`src/rtl/rebq_pkg.sv`:
```
// shared types and constants for the rotary encoder and button qualifier
`timescale 1ns / 1ps

package rebq_pkg;

    // configuration register width
    localparam int REG_BITS = 22;

    // default elapsed counter width
    localparam int COUNT_BITS_DEF = 22;

    // configuration register indexes
    localparam int CFG_ADDR_BITS = 2;
    localparam logic [CFG_ADDR_BITS-1:0] CFG_STARTUP_TICKS  = 2'd0;
    localparam logic [CFG_ADDR_BITS-1:0] CFG_EDGE_LOCKOUT   = 2'd1;
    localparam logic [CFG_ADDR_BITS-1:0] CFG_REPORT_INTERVAL = 2'd2;
    localparam logic [CFG_ADDR_BITS-1:0] CFG_BUTTON_LOCKOUT = 2'd3;

    // register reset values
    localparam logic [REG_BITS-1:0] STARTUP_TICKS_RST   = 22'd3000000;
    localparam logic [REG_BITS-1:0] EDGE_LOCKOUT_RST    = 22'd100000;
    localparam logic [REG_BITS-1:0] REPORT_INTERVAL_RST = 22'd300000;
    localparam logic [REG_BITS-1:0] BUTTON_LOCKOUT_RST  = 22'd200000;

    // register set handed to the qualifier logic
    typedef struct packed {
        logic [REG_BITS-1:0] startup_ticks;
        logic [REG_BITS-1:0] edge_lockout_ticks;
        logic [REG_BITS-1:0] report_interval_ticks;
        logic [REG_BITS-1:0] button_lockout_ticks;
    } cfg_t;

endpackage

```
`src/rtl/rotary_encoder_button_qualifier_top.sv`:
```
// Qualifies rotary encoder steps and button presses from sampled pin levels,
// one input transfer per tick. Each input transfer produces exactly one
// registered result transfer; a new sample is taken every cycle as long
// as the result register is empty or being drained in the same cycle. The
// single result register and the elapsed counters, each a saturating
// increment and one compare, set this rate. After reset all events are
// blanked for startup_ticks samples; the user writes configuration through
// cfg_we/cfg_addr/cfg_wdata only while idle; the block does not enforce it.
`timescale 1ns / 1ps

module rotary_encoder_button_qualifier_top
    import rebq_pkg::*;
#(
    parameter int COUNT_BITS = COUNT_BITS_DEF
) (
    input  logic                     aclk,
    input  logic                     aresetn,
    // configuration
    input  logic                     cfg_we,
    input  logic [CFG_ADDR_BITS-1:0] cfg_addr,
    input  logic [REG_BITS-1:0]      cfg_wdata,
    // pin samples
    input  logic                     s_valid,
    output logic                     s_ready,
    input  logic                     s_clk_level,
    input  logic                     s_dt_level,
    input  logic                     s_sw_level,
    // qualified events
    output logic                     m_valid,
    input  logic                     m_ready,
    output logic                     m_rotation_valid,
    output logic                     m_rotation_dir,
    output logic                     m_button_press
);

    localparam int CMP_BITS = (COUNT_BITS > REG_BITS) ? COUNT_BITS : REG_BITS;
    localparam logic [COUNT_BITS-1:0] CNT_MAX = {COUNT_BITS{1'b1}};

    cfg_t cfg;

    logic                  s_xfer;
    logic                  blanked;
    logic                  edge_ok;
    logic                  report_ok;
    logic                  press_ok;
    logic [COUNT_BITS-1:0] e_edge;
    logic [COUNT_BITS-1:0] e_report;
    logic [COUNT_BITS-1:0] e_press;
    logic [COUNT_BITS-1:0] startup_inc;

    logic                  prev_clk_reg,        prev_clk_next;
    logic                  prev_sw_reg,         prev_sw_next;
    logic                  released_seen_reg,   released_seen_next;
    logic [COUNT_BITS-1:0] startup_elapsed_reg, startup_elapsed_next;
    logic [COUNT_BITS-1:0] since_edge_reg,      since_edge_next;
    logic [COUNT_BITS-1:0] since_report_reg,    since_report_next;
    logic [COUNT_BITS-1:0] since_press_reg,     since_press_next;

    logic                  m_valid_reg,         m_valid_next;
    logic                  rotation_valid_reg,  rotation_valid_next;
    logic                  rotation_dir_reg,    rotation_dir_next;
    logic                  button_press_reg,    button_press_next;

    rebq_cfg_regs u_cfg_regs (
        .aclk      (aclk),
        .aresetn   (aresetn),
        .cfg_we    (cfg_we),
        .cfg_addr  (cfg_addr),
        .cfg_wdata (cfg_wdata),
        .cfg       (cfg)
    );

    // take a sample whenever the result register is free or draining
    assign s_ready = !m_valid_reg || m_ready;
    assign s_xfer  = s_valid && s_ready;

    // saturating elapsed counts for this tick
    assign e_edge      = (since_edge_reg == CNT_MAX) ? CNT_MAX : since_edge_reg + 1'b1;
    assign e_report    = (since_report_reg == CNT_MAX) ? CNT_MAX : since_report_reg + 1'b1;
    assign e_press     = (since_press_reg == CNT_MAX) ? CNT_MAX : since_press_reg + 1'b1;
    assign startup_inc = (startup_elapsed_reg == CNT_MAX) ? CNT_MAX
                                                          : startup_elapsed_reg + 1'b1;

    // qualification compares at the common width
    assign blanked   = CMP_BITS'(startup_elapsed_reg) < CMP_BITS'(cfg.startup_ticks);
    assign edge_ok   = !blanked && prev_clk_reg && !s_clk_level
                       && (CMP_BITS'(e_edge) >= CMP_BITS'(cfg.edge_lockout_ticks));
    assign report_ok = CMP_BITS'(e_report) >= CMP_BITS'(cfg.report_interval_ticks);
    assign press_ok  = !blanked && released_seen_reg && prev_sw_reg && !s_sw_level
                       && (CMP_BITS'(e_press) >= CMP_BITS'(cfg.button_lockout_ticks));

    // next state and result on an input transfer
    always_comb begin
        prev_clk_next        = prev_clk_reg;
        prev_sw_next         = prev_sw_reg;
        released_seen_next   = released_seen_reg;
        startup_elapsed_next = startup_elapsed_reg;
        since_edge_next      = since_edge_reg;
        since_report_next    = since_report_reg;
        since_press_next     = since_press_reg;
        rotation_valid_next  = rotation_valid_reg;
        rotation_dir_next    = rotation_dir_reg;
        button_press_next    = button_press_reg;
        m_valid_next         = m_valid_reg && !m_ready;
        if (s_xfer) begin
            m_valid_next         = 1'b1;
            prev_clk_next        = s_clk_level;
            prev_sw_next         = s_sw_level;
            released_seen_next   = released_seen_reg || s_sw_level;
            startup_elapsed_next = startup_inc;
            since_edge_next      = edge_ok ? '0 : e_edge;
            since_report_next    = (edge_ok && report_ok) ? '0 : e_report;
            since_press_next     = press_ok ? '0 : e_press;
            rotation_valid_next  = edge_ok && report_ok;
            rotation_dir_next    = edge_ok && report_ok && s_dt_level;
            button_press_next    = press_ok;
        end
    end

    // control and counter state
    always_ff @(posedge aclk) begin
        if (!aresetn) begin
            prev_clk_reg        <= 1'b1;
            prev_sw_reg         <= 1'b1;
            released_seen_reg   <= 1'b0;
            startup_elapsed_reg <= '0;
            since_edge_reg      <= CNT_MAX;
            since_report_reg    <= CNT_MAX;
            since_press_reg     <= CNT_MAX;
            m_valid_reg         <= 1'b0;
        end else begin
            prev_clk_reg        <= prev_clk_next;
            prev_sw_reg         <= prev_sw_next;
            released_seen_reg   <= released_seen_next;
            startup_elapsed_reg <= startup_elapsed_next;
            since_edge_reg      <= since_edge_next;
            since_report_reg    <= since_report_next;
            since_press_reg     <= since_press_next;
            m_valid_reg         <= m_valid_next;
        end
    end

    // result payload
    always_ff @(posedge aclk) begin
        rotation_valid_reg <= rotation_valid_next;
        rotation_dir_reg   <= rotation_dir_next;
        button_press_reg   <= button_press_next;
    end

    assign m_valid          = m_valid_reg;
    assign m_rotation_valid = rotation_valid_reg;
    assign m_rotation_dir   = rotation_dir_reg;
    assign m_button_press   = button_press_reg;

`ifndef ASSERT_OFF
    // direction is only set on a reported step
    a_cw_needs_step: assert property (@(posedge aclk) disable iff (!aresetn)
        (m_valid_reg && !rotation_valid_reg) |-> !rotation_dir_reg)
        else $error("direction set without a reported step");

    // blanked samples never produce events
    a_blank_quiet: assert property (@(posedge aclk) disable iff (!aresetn)
        (s_xfer && blanked) |=> (!rotation_valid_reg && !button_press_reg))
        else $error("event reported during startup blanking");

    // a reported step restarts both rotation counters
    a_step_restarts: assert property (@(posedge aclk) disable iff (!aresetn)
        (s_xfer && edge_ok && report_ok) |=> (since_report_reg == '0 && since_edge_reg == '0))
        else $error("reported step did not restart counters");

    // input only stalls while a result is held
    a_stall_held: assert property (@(posedge aclk) disable iff (!aresetn)
        !s_ready |-> (m_valid_reg && !m_ready))
        else $error("input stalled with no held result");
`endif

endmodule

```
`src/rtl/rebq_cfg_regs.sv`:
```
// configuration register file for the encoder and button qualifier
`timescale 1ns / 1ps

module rebq_cfg_regs
    import rebq_pkg::*;
(
    input  logic                     aclk,
    input  logic                     aresetn,
    input  logic                     cfg_we,
    input  logic [CFG_ADDR_BITS-1:0] cfg_addr,
    input  logic [REG_BITS-1:0]      cfg_wdata,
    output cfg_t                     cfg
);

    cfg_t cfg_reg;
    cfg_t cfg_next;

    // address decode
    always_comb begin
        cfg_next = cfg_reg;
        if (cfg_we) begin
            unique case (cfg_addr)
                CFG_STARTUP_TICKS:   cfg_next.startup_ticks         = cfg_wdata;
                CFG_EDGE_LOCKOUT:    cfg_next.edge_lockout_ticks    = cfg_wdata;
                CFG_REPORT_INTERVAL: cfg_next.report_interval_ticks = cfg_wdata;
                CFG_BUTTON_LOCKOUT:  cfg_next.button_lockout_ticks  = cfg_wdata;
                default:             cfg_next = cfg_reg;
            endcase
        end
    end

    // register storage
    always_ff @(posedge aclk) begin
        if (!aresetn) begin
            cfg_reg.startup_ticks         <= STARTUP_TICKS_RST;
            cfg_reg.edge_lockout_ticks    <= EDGE_LOCKOUT_RST;
            cfg_reg.report_interval_ticks <= REPORT_INTERVAL_RST;
            cfg_reg.button_lockout_ticks  <= BUTTON_LOCKOUT_RST;
        end else begin
            cfg_reg <= cfg_next;
        end
    end

    assign cfg = cfg_reg;

endmodule

```
`config.mk`:
```
export PLATFORM = sky130hd
export DESIGN_NAME = rotary_encoder_button_qualifier_top
export DESIGN_NICKNAME = d
export VERILOG_FILES = /design/src/rtl/rebq_pkg.sv /design/src/rtl/rotary_encoder_button_qualifier_top.sv /design/src/rtl/rebq_cfg_regs.sv
export SDC_FILE = /design/constraint.sdc
export NUM_CORES = 1
export LEC_CHECK = 0
export BUFFER_PORTS_ARGS = -buffer_cell sky130_fd_sc_hd__buf_2
export CORE_AREA = 2 2 134 136
export DETAILED_ROUTE_END_ITERATION = 10
export DIE_AREA = 0 0 136 138
export PLACE_DENSITY = 0.77
export SLEW_MARGIN = 40
export SYNTH_ARGS = -nofsm -noshare
export SYNTH_HDL_FRONTEND = slang
export SYNTH_SLANG_ARGS = --single-unit
export TNS_END_PERCENT = 50
```
`constraint.sdc`:
```
create_clock -name aclk -period 9.75 [get_ports aclk]
set_input_delay 1.4625 -clock aclk [delete_from_list [all_inputs] [get_ports aclk]]
set_output_delay 1.4625 -clock aclk [all_outputs]
set_load 0.03 [all_outputs]
```
==> flow_summary.yaml <==
run_status:
  status: "completed"
floorplanning:
  coreArea_mm2: 0.0175
  start_util_pct: 58.5
  dieArea_mm2: 0.0188
  die_x_um: 136
  fp-row-count: 49
  die_h_um: 138
  io_pins: 37
layout:
  fillers: 1555
  layout_commonest_cell: "nand2_1"
  final_cell_mix: "nand2_1, dfxtp_1, inv_1"
  largest_reg_flops: 88
  fin_util_pct: 63.5
  area_growth_pct: 8.63
  diodes: 0
  register_area_mm2: 0.00369
  nets: 1410
  drive_gt1_share_pct: 9.24
  multi_input_area_mm2: 0.00589
  stdcell_area_mm2: 0.0111
power:
  power_frac_seq_pct: 33.7
  p_leak_nw: 4.70
  p_total_mw: 2.64
  p_int_mw: 1.68
  peakVddDrop_v: 0.000252
  sw_frac_of_total_pct: 36.4
  power_density_mw_per_mm2: 237
  power.share.clock_pct: 27.6
  combPwrFrac_pct: 38.7
  power.net_switching_uw: 963
sta:
  fin_setup_tns_ns: 0
  max_freq_ghz: 0.239
  setup_ws_ns: 5.56
  finalCritPeriodShare_pct: 43.0
  skew_ns: 0.00965
  slew_viol_final: 0
  worstMarginPinSlew_ns: 0.777
  setup_viol: 0
  maxSlewHeadroom_pct: 48.1
  final.min_clock_period_ns: 4.19
  rsz0062_at_grt: "no"
  final_hold_viol_count: 0
setup_path:
  startpoint_type: "flop"
  path_buf_inv: 1
  critical-path-slowest-cell: "or3_4"
  cp_slowest_stage_delay_ns: 0.53
  critPathMaxFanout: 24
  path_cells: "ha_1 -> nand3_1 -> nor2_1 -> nand2_1 -> and2_1 -> ha_1 -> nor2_1 -> a211oi_1 -> o311ai_1 -> a211oi_1 -> o2111ai_2 -> buf_4 -> or3_4 -> o221a_2"
  critPathCaptureType: "flop"
  required_ns: 10.07
  crit_arrival_ns: 4.51
  path_class: "reg2reg"
  path_delay_family: "simple AND/OR/NAND/NOR gates"
place:
  dp_hpwl_um: 17000
  dpl_worst_slack_ns: 5.63
  placed_area_mm2: 0.0105
  place.gp.congestion: 0.874
  port-buffer-count: 36
global_routing:
  grt_max_degree: 75
  track_usage_pct: 26.7
  grt_pass1_wl_um: 40700
  grt_pass1_vias: 8277
  overflow: 0
  antenna_found_initial: 0
yosys:
  ys_types: 62
  post_synth.cell_area_avg_um2: 7.95
  ys_ff_latch: 183
  synth_edf_count: 3
  syn_inst: 1289
  ys_seq_area_share_pct: 36.0
  synthFlopType: "dfxtp_1"
  syn_area_mm2: 0.0103
  yosys_warnings: 0
  postSynth.asyncResetShare_pct: 0
  syn-num-nets: 1412
clock_network:
  cts_root_buf: "clkbuf_16"
  cts-htree-levels: 4
  post_cts_resized: 0
  insertion_delay_ns: 0.43
  cts_tree: "yes"
  clk_pin_slew_worst_paths_ns: 0.07
  postCtsSetupBuffers: 0
  cts_buffers: 17
  ctsHoldBuffers: 0
  clk_path_buf_depth: 2
  cts_sinks: 183
route:
  drt-initial-drc-count: 673
  vias_per_cell: 5.84
  routed_wl_um: 24400
  ant_nets: 0
  dr.pass1.iters: 5
  num_vias: 8915
  drc: 0
  wire_per_inst_um: 16.0
flow_run:
  drv_cap: 0
hold_path:
  min_path_type: "reg2reg"
[worst min-delay path, stage by stage, from the launching register on]
cell and delay, ns:
dfxtp_1 0.31, nand2_1 0.05, a21oi_1 0.05
[cells by family after synthesis]
| family | after synthesis | share of synthesized area (%) |
|---|---|---|
| AND/OR/NAND/NOR | 501 | 22.4 |
| multiplexers | 3 | 0.305 |
| buffers and inverters | 175 | 6.69 |
| flip-flops | 183 | 36.0 |
| XOR/XNOR | 53 | 4.53 |
| adder cells (fa/ha/maj) | 91 | 11.1 |
| AO/OA/AOI/OAI | 283 | 19.0 |
[synth_stat cells (7+ instances only)]
cell type	instances	area, um^2
nand2_1	282	1060
dfxtp_1	180	3600
inv_1	111	417
ha_1	91	1140
a21oi_1	88	440
nand3_1	75	375
clkbuf_1	53	199
nor2_1	43	161
o211ai_1	34	255
xor2_1	34	298
a21boi_0	33	248
o21ai_0	30	150
o221a_2	22	248
nand4_1	20	125
and3_1	19	119
xnor2_1	19	166
a31oi_1	16	100
and2_1	15	93.8
a21o_1	14	105
o311ai_0	12	105
nor3_1	8	40.0
a31o_2	7	61.3
and4_1	7	61.3
[metal layers]
| metal | GRT usage [%] | share of wire [%] |
|---|---|---|
| met1 | 37.2 | 47 |
| met2 | 42.7 | 47 |
| met3 | 4.07 | 4.7 |
| met4 | 7.79 | 1.6 |
| met5 | 0 | 0 |
[per-stage QoR]
stage / hold slack (ns) / instances
after floorplan: 0.432 / 1289
after global placement: 0.442 / 1497
after detailed placement: 0.446 / 1497
after CTS: 0.455 / 1527
after global routing: 0.476 / 1527
final: 0.453 / 1527
[power groups by stage]
stage | Clock, mW | Sequential (mW) | Combinational, mW
after global routing | 0.764 | 0.901 | 1.16
after floorplan | 0 | 0.890 | 0.797
after detailed placement | 0 | 0.904 | 1.01
after global placement | 0 | 0.902 | 0.973
after CTS | 0.738 | 0.889 | 1.02
final | 0.730 | 0.891 | 1.02
[final cells by class]
type	instances	share of cell area, %
clock buffers	22	4.17
inverters	111	3.74
well taps	229	2.57
repair buffers	43	2.11
multi-input cells	931	52.9
clock inverters	8	1.33
flip-flops and latches	183	33.2
[final timing paths]
kind | start | to | slack (ns) | depth (start not counted)
max | since_edge_reg[0] | since_report_reg[11] | 5.56 | 14
min | u_cfg_regs.cfg[66] | u_cfg_regs.cfg[66] | 0.45 | 2
max reg2reg | since_edge_reg[0] | since_report_reg[11] | 5.56 | 14
min reg2reg | u_cfg_regs.cfg[66] | u_cfg_regs.cfg[66] | 0.45 | 2
Note: power is estimated with default switching activity, not from simulation.
